$ cat src/rtl/core/wtcs_pkg.sv
package wtcs_pkg;

  localparam int unsigned TIME_W     = 17;
  localparam int unsigned DAYS_W     = 7;
  localparam int unsigned WDAY_W     = 3;
  localparam int unsigned MAP_W      = 4;
  localparam int unsigned TIDX_W     = 3;
  localparam int unsigned CIDX_W     = 2;
  localparam int unsigned CFG_IDX_W  = 3;
  localparam int unsigned CFG_DATA_W = 4;
  localparam int unsigned OUT_CH_W   = 4;
  localparam int unsigned OUT_TMR_W  = 8;

  // A bound at or above one full day marks the bound as unset.
  localparam logic [TIME_W-1:0] DAY_SECONDS = 17'd86400;

  // Map codes MAP_FIRST..MAP_LAST select timers 0..7.
  localparam logic [MAP_W-1:0] MAP_FIRST = 4'd2;
  localparam logic [MAP_W-1:0] MAP_LAST  = 4'd9;
  localparam int unsigned MAP_TIMERS = int'(MAP_LAST) - int'(MAP_FIRST) + 1;

  localparam logic [WDAY_W-1:0] WEEKDAY_LAST = 3'd6;
  localparam logic [DAYS_W-1:0] SUNDAY_BIT   = 7'h40;

  // Configuration register indexes.
  localparam logic [CFG_IDX_W-1:0] CFG_AUTO_MODE = 3'd0;
  localparam logic [CFG_IDX_W-1:0] CFG_MAP_FIRST = 3'd1;

  typedef enum logic [1:0] {
    KIND_TICK    = 2'd0,
    KIND_PROGRAM = 2'd1,
    KIND_SET_ONE = 2'd2,
    KIND_SET_ALL = 2'd3
  } kind_t;

  typedef struct packed {
    logic                tick;
    logic                prog;
    logic [TIDX_W-1:0]   timer_index;
    logic [TIME_W-1:0]   now;
    logic [WDAY_W-1:0]   weekday;
    logic [TIME_W-1:0]   start_sec;
    logic [TIME_W-1:0]   stop_sec;
    logic [DAYS_W-1:0]   days;
  } bank_cmd_t;

  function automatic logic window_on(
    input logic [TIME_W-1:0] start_sec,
    input logic [TIME_W-1:0] stop_sec,
    input logic [DAYS_W-1:0] days,
    input logic [TIME_W-1:0] now,
    input logic [DAYS_W-1:0] daybit
  );
    logic on;
    on = 1'b0;
    if ((days & daybit) != '0) begin
      if (start_sec < stop_sec) begin
        on = (now >= start_sec) && (now < stop_sec);
      end else if (stop_sec < start_sec) begin
        // wraps past midnight
        on = !((now >= stop_sec) && (now < start_sec));
      end
    end
    return on;
  endfunction

endpackage

$ cat src/rtl/core/wtcs_timer_bank.sv
module wtcs_timer_bank #(
  parameter int unsigned TIMERS = 8
) (
  input  logic                 clk,
  input  logic                 rst_n,
  input  wtcs_pkg::bank_cmd_t  cmd,
  output logic [TIMERS-1:0]    valid_eff,
  output logic [TIMERS-1:0]    active_eff
);

  logic [TIMERS-1:0][wtcs_pkg::TIME_W-1:0] start_r;
  logic [TIMERS-1:0][wtcs_pkg::TIME_W-1:0] stop_r;
  logic [TIMERS-1:0][wtcs_pkg::DAYS_W-1:0] days_r;
  logic [TIMERS-1:0]                       valid_r;
  logic [TIMERS-1:0]                       active_r;
  logic [TIMERS-1:0]                       valid_nxt;
  logic [TIMERS-1:0]                       active_nxt;
  logic [wtcs_pkg::DAYS_W-1:0]             daybit;

  // weekday 7 matches no day
  assign daybit = (cmd.weekday <= wtcs_pkg::WEEKDAY_LAST) ?
                  (wtcs_pkg::SUNDAY_BIT >> cmd.weekday) : '0;

  always_comb begin
    for (int t = 0; t < TIMERS; t++) begin
      valid_nxt[t]  = (start_r[t] < wtcs_pkg::DAY_SECONDS) &&
                      (stop_r[t] < wtcs_pkg::DAY_SECONDS);
      active_nxt[t] = valid_nxt[t] &&
                      wtcs_pkg::window_on(start_r[t], stop_r[t], days_r[t], cmd.now, daybit);
    end
  end

  // flags seen by this item: fresh on a tick, held otherwise
  assign valid_eff  = cmd.tick ? valid_nxt  : valid_r;
  assign active_eff = cmd.tick ? active_nxt : active_r;

  always_ff @(posedge clk) begin
    if (!rst_n) begin
      valid_r  <= '0;
      active_r <= '0;
    end else if (cmd.tick) begin
      valid_r  <= valid_nxt;
      active_r <= active_nxt;
    end
  end

  always_ff @(posedge clk) begin
    if (!rst_n) begin
      start_r <= '0;
      stop_r  <= '0;
      days_r  <= '0;
    end else begin
      for (int t = 0; t < TIMERS; t++) begin
        if (cmd.prog && (cmd.timer_index == wtcs_pkg::TIDX_W'(t))) begin
          start_r[t] <= cmd.start_sec;
          stop_r[t]  <= cmd.stop_sec;
          days_r[t]  <= cmd.days;
        end
      end
    end
  end

endmodule

$ cat src/rtl/core/wtcs_chan_mux.sv
module wtcs_chan_mux #(
  parameter int unsigned TIMERS = 8,
  parameter int unsigned CHANS  = 4
) (
  input  logic                                auto_mode,
  input  logic [CHANS-1:0][wtcs_pkg::MAP_W-1:0] map,
  input  logic [CHANS-1:0]                    buttons,
  input  logic [TIMERS-1:0]                   valid,
  input  logic [TIMERS-1:0]                   active,
  output logic [CHANS-1:0]                    levels
);

  always_comb begin
    for (int c = 0; c < CHANS; c++) begin
      levels[c] = buttons[c];
      for (int t = 0; t < TIMERS; t++) begin
        // in auto mode, a mapped, valid timer overrides the button
        if (auto_mode && valid[t] &&
            (map[c] == wtcs_pkg::MAP_FIRST + wtcs_pkg::MAP_W'(t))) begin
          levels[c] = active[t];
        end
      end
    end
  end

endmodule

$ cat src/rtl/core/weekly_timer_channel_switch.sv
// Weekly timer channel switch. Items arrive on start and are taken at any
// rising edge where start is high and busy is low; busy is high only while
// rst_n holds the block in reset, so one item can be taken every cycle. Each
// item produces exactly one result, shown for a single cycle with out_valid
// high: the item is held in the input register, then passes through the
// timer compares and channel mux into the result register. The receiver
// cannot stall, so results must be taken on the strobe. A tick (kind 0)
// re-evaluates all timer windows; programming a timer takes effect at the
// next tick. Configuration writes transfer when cfg_valid and cfg_ready are
// high and must only be issued while no item is in flight.
module weekly_timer_channel_switch #(
  parameter int unsigned NUM_TIMERS   = 8,
  parameter int unsigned NUM_CHANNELS = 4
) (
  input  logic                               clk,
  input  logic                               rst_n,
  // item channel
  input  logic                               start,
  output logic                               busy,
  input  logic [1:0]                         in_kind,
  input  logic [wtcs_pkg::TIME_W-1:0]        in_time_of_day,
  input  logic [wtcs_pkg::WDAY_W-1:0]        in_weekday,
  input  logic [wtcs_pkg::TIDX_W-1:0]        in_timer_index,
  input  logic [wtcs_pkg::TIME_W-1:0]        in_start_second,
  input  logic [wtcs_pkg::TIME_W-1:0]        in_stop_second,
  input  logic [wtcs_pkg::DAYS_W-1:0]        in_day_mask,
  input  logic [wtcs_pkg::CIDX_W-1:0]        in_channel_index,
  input  logic                               in_button_value,
  // result channel
  output logic                               out_valid,
  output logic [wtcs_pkg::OUT_CH_W-1:0]      out_channel_outputs,
  output logic [wtcs_pkg::OUT_CH_W-1:0]      out_changed_channels,
  output logic [wtcs_pkg::OUT_CH_W-1:0]      out_button_states,
  output logic [wtcs_pkg::OUT_TMR_W-1:0]     out_timers_on,
  // configuration channel
  input  logic                               cfg_valid,
  output logic                               cfg_ready,
  input  logic [wtcs_pkg::CFG_IDX_W-1:0]     cfg_index,
  input  logic [wtcs_pkg::CFG_DATA_W-1:0]    cfg_data
);

  // Only timers reachable by a map code and channels with a map register
  // can ever show up on the result ports.
  localparam int unsigned TIMERS = (NUM_TIMERS < wtcs_pkg::MAP_TIMERS) ?
                                   NUM_TIMERS : wtcs_pkg::MAP_TIMERS;
  localparam int unsigned CHANS  = (NUM_CHANNELS < wtcs_pkg::OUT_CH_W) ?
                                   NUM_CHANNELS : wtcs_pkg::OUT_CH_W;

  // ---------------------------------------------------------------------
  // Input register
  // ---------------------------------------------------------------------
  logic                               in_vld_r;
  wtcs_pkg::kind_t                    kind_r;
  logic [wtcs_pkg::TIME_W-1:0]        now_r;
  logic [wtcs_pkg::WDAY_W-1:0]        weekday_r;
  logic [wtcs_pkg::TIDX_W-1:0]        timer_index_r;
  logic [wtcs_pkg::TIME_W-1:0]        start_sec_r;
  logic [wtcs_pkg::TIME_W-1:0]        stop_sec_r;
  logic [wtcs_pkg::DAYS_W-1:0]        days_r;
  logic [wtcs_pkg::CIDX_W-1:0]        chan_index_r;
  logic                               button_value_r;
  logic                               accept;

  assign busy   = !rst_n;
  assign accept = start && !busy;

  always_ff @(posedge clk) begin
    if (!rst_n) begin
      in_vld_r <= 1'b0;
    end else begin
      in_vld_r <= accept;
    end
  end

  // payload: capture on every transfer, no reset needed
  always_ff @(posedge clk) begin
    if (accept) begin
      kind_r         <= wtcs_pkg::kind_t'(in_kind);
      now_r          <= in_time_of_day;
      weekday_r      <= in_weekday;
      timer_index_r  <= in_timer_index;
      start_sec_r    <= in_start_second;
      stop_sec_r     <= in_stop_second;
      days_r         <= in_day_mask;
      chan_index_r   <= in_channel_index;
      button_value_r <= in_button_value;
    end
  end

  // ---------------------------------------------------------------------
  // Configuration registers
  // ---------------------------------------------------------------------
  logic                                    auto_mode_r;
  logic [CHANS-1:0][wtcs_pkg::MAP_W-1:0]   map_r;
  logic                                    cfg_write;

  assign cfg_ready = rst_n;
  assign cfg_write = cfg_valid && cfg_ready;

  always_ff @(posedge clk) begin
    if (!rst_n) begin
      auto_mode_r <= 1'b0;
      map_r       <= '0;
    end else if (cfg_write) begin
      if (cfg_index == wtcs_pkg::CFG_AUTO_MODE) begin
        auto_mode_r <= cfg_data[0];
      end
      for (int c = 0; c < CHANS; c++) begin
        if (cfg_index == wtcs_pkg::CFG_MAP_FIRST + wtcs_pkg::CFG_IDX_W'(c)) begin
          map_r[c] <= cfg_data;
        end
      end
    end
  end

  // ---------------------------------------------------------------------
  // Timer table and window evaluation
  // ---------------------------------------------------------------------
  wtcs_pkg::bank_cmd_t  bank_cmd;
  logic [TIMERS-1:0]    valid_eff;
  logic [TIMERS-1:0]    active_eff;

  always_comb begin
    bank_cmd.tick        = in_vld_r && (kind_r == wtcs_pkg::KIND_TICK);
    bank_cmd.prog        = in_vld_r && (kind_r == wtcs_pkg::KIND_PROGRAM);
    bank_cmd.timer_index = timer_index_r;
    bank_cmd.now         = now_r;
    bank_cmd.weekday     = weekday_r;
    bank_cmd.start_sec   = start_sec_r;
    bank_cmd.stop_sec    = stop_sec_r;
    bank_cmd.days        = days_r;
  end

  wtcs_timer_bank #(
    .TIMERS (TIMERS)
  ) u_bank (
    .clk        (clk),
    .rst_n      (rst_n),
    .cmd        (bank_cmd),
    .valid_eff  (valid_eff),
    .active_eff (active_eff)
  );

  // ---------------------------------------------------------------------
  // Buttons and channel selection
  // ---------------------------------------------------------------------
  logic [CHANS-1:0] buttons_r;
  logic [CHANS-1:0] prev_out_r;
  logic [CHANS-1:0] buttons_upd;
  logic [CHANS-1:0] levels;

  // apply this item's button change before the channel mux
  always_comb begin
    buttons_upd = buttons_r;
    unique case (kind_r)
      wtcs_pkg::KIND_SET_ONE: begin
        for (int c = 0; c < CHANS; c++) begin
          if (chan_index_r == wtcs_pkg::CIDX_W'(c)) begin
            buttons_upd[c] = button_value_r;
          end
        end
      end
      wtcs_pkg::KIND_SET_ALL: begin
        buttons_upd = {CHANS{button_value_r}};
      end
      wtcs_pkg::KIND_TICK,
      wtcs_pkg::KIND_PROGRAM: begin
        buttons_upd = buttons_r;
      end
      default: begin
        buttons_upd = buttons_r;
      end
    endcase
  end

  wtcs_chan_mux #(
    .TIMERS (TIMERS),
    .CHANS  (CHANS)
  ) u_mux (
    .auto_mode (auto_mode_r),
    .map       (map_r),
    .buttons   (buttons_upd),
    .valid     (valid_eff),
    .active    (active_eff),
    .levels    (levels)
  );

  // buttons follow the outputs after every item
  always_ff @(posedge clk) begin
    if (!rst_n) begin
      buttons_r  <= '0;
      prev_out_r <= '0;
    end else if (in_vld_r) begin
      buttons_r  <= levels;
      prev_out_r <= levels;
    end
  end

  // ---------------------------------------------------------------------
  // Result register
  // ---------------------------------------------------------------------
  logic                              out_valid_r;
  logic [wtcs_pkg::OUT_CH_W-1:0]     outs_nxt;
  logic [wtcs_pkg::OUT_CH_W-1:0]     changed_nxt;
  logic [wtcs_pkg::OUT_TMR_W-1:0]    timers_nxt;
  logic [wtcs_pkg::OUT_CH_W-1:0]     outs_r;
  logic [wtcs_pkg::OUT_CH_W-1:0]     changed_r;
  logic [wtcs_pkg::OUT_TMR_W-1:0]    timers_r;

  // pad missing channels and timers with zeros
  always_comb begin
    outs_nxt                = '0;
    changed_nxt             = '0;
    timers_nxt              = '0;
    outs_nxt[CHANS-1:0]     = levels;
    changed_nxt[CHANS-1:0]  = levels ^ prev_out_r;
    timers_nxt[TIMERS-1:0]  = valid_eff & active_eff;
  end

  always_ff @(posedge clk) begin
    if (!rst_n) begin
      out_valid_r <= 1'b0;
    end else begin
      out_valid_r <= in_vld_r;
    end
  end

  always_ff @(posedge clk) begin
    if (in_vld_r) begin
      outs_r    <= outs_nxt;
      changed_r <= changed_nxt;
      timers_r  <= timers_nxt;
    end
  end

  assign out_valid            = out_valid_r;
  assign out_channel_outputs  = outs_r;
  assign out_changed_channels = changed_r;
  assign out_button_states    = outs_r;
  assign out_timers_on        = timers_r;

`ifndef NO_ASSERTIONS
  // every item in the input register yields exactly one strobe from the result register
  a_result_follows: assert property (@(posedge clk) disable iff (!rst_n)
    in_vld_r |=> out_valid_r)
    else $error("result strobe missing after accepted item");

  a_no_spurious: assert property (@(posedge clk) disable iff (!rst_n)
    !in_vld_r |=> !out_valid_r)
    else $error("result strobe without an item");

  // the button register must track what was reported
  a_buttons_synced: assert property (@(posedge clk) disable iff (!rst_n)
    out_valid_r |-> (buttons_r == outs_r[CHANS-1:0]) && (prev_out_r == buttons_r))
    else $error("buttons out of sync with reported outputs");

  // a timer is only reported on while its window is valid
  a_on_implies_valid: assert property (@(posedge clk) disable iff (!rst_n)
    (in_vld_r && !bank_cmd.tick) |-> ((active_eff & ~valid_eff) == '0))
    else $error("timer active without valid bounds");
`endif

endmodule
$ cat config.mk
export PLATFORM = sky130hd
export DESIGN_NAME = weekly_timer_channel_switch
export DESIGN_NICKNAME = d
export VERILOG_FILES = /design/src/rtl/core/wtcs_pkg.sv /design/src/rtl/core/wtcs_timer_bank.sv /design/src/rtl/core/wtcs_chan_mux.sv /design/src/rtl/core/weekly_timer_channel_switch.sv
export SDC_FILE = /design/constraint.sdc
export NUM_CORES = 1
export LEC_CHECK = 0
export ABC_AREA = 1
export BUFFER_PORTS_ARGS = -buffer_cell sky130_fd_sc_hd__buf_2
export CAP_MARGIN = 10
export CELL_PAD_IN_SITES_DETAIL_PLACEMENT = 0
export CELL_PAD_IN_SITES_GLOBAL_PLACEMENT = 1
export CORE_MARGIN = 2
export CORE_UTILIZATION = 47
export CTS_CLUSTER_DIAMETER = 30
export CTS_CLUSTER_SIZE = 30
export DETAILED_ROUTE_END_ITERATION = 10
export PLACE_DENSITY = 0.94
export SLEW_MARGIN = 40
export SYNTH_ARGS = -nofsm -noshare
export SYNTH_HDL_FRONTEND = slang
export SYNTH_HIERARCHICAL = 1
export SYNTH_SLANG_ARGS = --single-unit
$ cat constraint.sdc
create_clock -name clk -period 4 [get_ports clk]
set_clock_uncertainty 0.15 [all_clocks]
set_input_delay 0.8 -clock clk [delete_from_list [all_inputs] [get_ports clk]]
set_output_delay 0.8 -clock clk [all_outputs]
set_load 0.02 [all_outputs]
==> run_results.csv <==
group,metric,value,unit
timing,tightest_slew,0.8663,ns
global_routing,grt_pass1_wl,140700,um
worst_hold_path,min-delay-start,"in_start_second[12]",
clock_tree,path_clk_slew,0.05,ns
power_and_ir_drop,powerDensity,461.4,nW/um2
finish,drive_above_1_share,9.726,%
worst_setup_path,crit-reg2reg-launch,"now_r[10]$_DFFE_PP_",
clock_tree,root_buffer,"clkbuf_16",
synth,synth_area,28290,um2
finish,stdcell_area,33690,um2
synth,synth.top_cells.by_area,"dfxtp_1 (26%), ha_1 (18%), nand2_1 (11%), edfxtp_1 (9.0%), inv_1 (7.9%)",
worst_setup_path,cp_max_fo,10,
placement,dp_hpwl,68010,um
routing,route.met3.wl,7282,um
global_routing,antenna_found_initial,6,
worst_setup_path,critPathMaxStageDelay,0.64,ns
routing,drc_errors,0,
placement,port_buffers,102,
floorplanning,dieArea,62170,um2
global_routing,grt_pass1_vias,24370,
clock_tree,insertion_delay,0.67,ns
worst_setup_path,rr_endpoint,"out_changed_channels[1]$_DFFE_PP_",
worst_setup_path,rr_worst_depth,22,
finish,nets,4544,
routing,drt_first_pass_iters,6,
floorplanning,num_rows,89,
clock_tree,numCtsBuffers,111,
worst_setup_path,cp_slowest_cell,"edfxtp_1",
clock_tree,clockBufferDepth,3,
worst_setup_path,path_class,"flip-flop to flip-flop",
global_routing,grt.total_usage,29.36,%
routing,viasPerCell,5.327,
floorplanning,die_y,249.3,um
worst_setup_path,cp_common_cell,"nand2_1",
placement,globalplace.congestion,0.9285,
timing,period_share,92.78,%
floorplanning,start_util,47.75,%
synth,synth_nets,4393,
timing,setup-tns-final,0,ns
worst_hold_path,hp-class,"input port to flip-flop",
clock_tree,htreeDepth,3,
worst_hold_path,min_to,"start_sec_r[12]$_DFFE_PP_",
routing,wl_met2,39370,um
clock_tree,clkSinkCount,452,
global_routing,overflow,0,
routing,route.final.wire_length,92800,um
synth,yosysUniqueCellTypes,40,
routing,drt_iter0_markers,2561,
flow_run,cap_violations,0,
finish,area_growth,19.08,%
power_and_ir_drop,irDropWorstVdd,0.0004084,V
routing,wire_per_inst,18.83,um
timing,slew_violations,0,
synth,synth.avg_cell_area,7.244,um2
worst_setup_path,worstPathCellList,"ha_1, nand2_1, nor2_1, nand2_1, nor2_1, nand2_1, and3_1, nand2_1, nand2_1, nand3_1, nand2_1, inv_1, nand3_1, nand3_1, nand3_1, nand3_1, nand3_1, nand2_1, nand2_1, nand2_1, nand2_1, xor2_1",
synth,yosys_warnings,6,
synth,synth_top_area_share,25.97,%
synth,synth_top_cell_by_area,"dfxtp_1",
synth,seq_area_frac_synth,34.99,%
floorplanning,die_w,249.3,um
finish,layout_common_cells,"nand2_1 (820), inv_1 (589), a21oi_1 (443)",
timing,rsz0062_at_grt,"false",
worst_setup_path,cp-start-kind,"flip-flop",
worst_setup_path,worst_ep_required_time,4.27,ns
routing,antenna_left,0,
synth,synth-seq-cells,452,
routing,wl_met1,41980,um
synth,synthCells,3905,
global_routing,grt_max_degree,187,
power_and_ir_drop,p_leak,15.52,nW
timing,fmax,269.5,MHz
placement,dpl_cell_area,29700,um2
outcome,status,"complete, no violations",
timing,finalSetupViolations,0,
worst_hold_path,hold_depth,1,
timing,period_minus_slack,3.711,ns
timing,finalHoldViolations,0,
finish,finish.utilization,56.87,%
worst_setup_path,worst_setup_path_startpoint,"now_r[10]$_DFFE_PP_",
timing,relSlewSlack,42.24,%
clock_tree,cts_tree,"built",
routing,highest_layer,"met4",
worst_setup_path,r2r_setup_slack,0.29,ns
floorplanning,coreArea,59240,um2
worst_setup_path,cp.arrival,3.99,ns
floorplanning,pin_count,103,
routing,num_vias,26250,
worst_setup_path,crit_path_end_kind,"flip-flop",
finish,final_common_cell,"nand2_1",
[area by class of cell]
type                    instances  area (um2)
flip-flops and latches        452        9899
diodes                          1       2.502
clock inverters                80       932.1
well taps                     773       967.2
fillers                      5535       25550
clock buffers                 131        3007
inverters                     612        2306
multi-input cells            2721       15590
repair buffers                158       984.7
[kinds of logic after synthesis]
group | after synthesis | share of synthesized area, %
and+or+nand+nor | 1423 | 20.87
buffers and inverters | 732 | 9.916
adders and majority gates | 408 | 18.05
xor gates and xnor gates | 4 | 0.1238
AOI/OAI and AO/OA | 886 | 16.05
DFF | 452 | 34.99
[flip-flops by register name, summed over array words and instances (netlist names), 2 cells and up]
| register | cells |
|---|---|
| stop_sec_r | 17 |
| weekday_r | 3 |
| u_bank/stop_r | 136 |
| start_sec_r | 17 |
| prev_out_r | 4 |
| u_bank/valid_r | 8 |
| u_bank/active_r | 8 |
| map_r | 16 |
| out_timers_on | 8 |
| u_bank/days_r | 56 |
| days_r | 7 |
| out_button_states | 4 |
| kind_r | 2 |
| now_r | 17 |
| u_bank/start_r | 136 |
| chan_index_r | 2 |
| timer_index_r | 3 |
| out_changed_channels | 4 |
[synth_stat cells, drive strengths merged]
master and n:
and3 3, xor2 4, or2 10, nand3 151
a21boi 2, a22oi 1, edfxtp 85, o21bai 5
a21oi 444, and2 5, nor2 323, nand4 42
a31oi 14, nand3b 7, dfxtp 367, nor3b 1
o21a 4, a21o 19, o21ai 391, clkinv 3
nor3 44, nor4 14, nand2 823, ha 408
clkbuf 101, buf 19, inv 609, o22ai 6
[worst max path at each step]
stage,end,slack (ns),depth (start not counted)
after detailed placement,out_changed_channels[1]$_DFFE_PP_,0.26,24
after global routing,out_changed_channels[2]$_DFFE_PP_,0.03,24
after global placement,out_changed_channels[1]$_DFFE_PP_,0.31,24
after floorplan,out_changed_channels[2]$_DFFE_PP_,0.92,16
after CTS,out_changed_channels[1]$_DFFE_PP_,0.21,24
final,out_changed_channels[1]$_DFFE_PP_,0.29,22
[report_power, final]
part / total (mW) / internal [mW] / switching [mW] / leakage [nW]
Clock: 9.31 / 6.21 / 3.10 / 1.89
Sequential: 4.98 / 4.76 / 0.220 / 3.76
Combinational: 1.26 / 0.450 / 0.807 / 9.86
Total: 15.5 / 11.4 / 4.13 / 15.5
[repair_timing]
| action | 4_1_cts | 5_1_grt |
|---|---|---|
| buffers inserted | 0 | 4 |
| setup endpoints to repair | 0 | 2 |
| resized for setup | 0 | 0 |
| hold buffers | 0 | 0 |
[critical path: cells and delay by family (launching register included)]
family        cells  cell delay, ns
fa+ha+maj         1            0.42
flops             1            0.64
simple gates     19            1.95
xor+xnor          1            0.16
buf+inv           1            0.12
[through the flow]
step / std cells / hold WS, ns / total power [mW] / setup WS (ns)
after detailed placement: 4711 / 0.2929 / 6.273 / 0.2613
after global routing: 4927 / 0.1278 / 16.07 / 0.03177
after global placement: 4711 / 0.2905 / 6.251 / 0.3119
after floorplan: 3905 / 0.2745 / 5.770 / 0.9214
after CTS: 4922 / 0.1261 / 15.59 / 0.2082
final: 4928 / 0.1539 / 15.54 / 0.2889
[metal layers]
metal | GRT usage [%] | vias to the layer above
li1 | - | 13200
met1 | 40.03 | 11910
met2 | 44.22 | 946
met3 | 6.364 | 202
met4 | 13.70 | 0
met5 | 0 | -
Power figures use the tool's default switching activity.
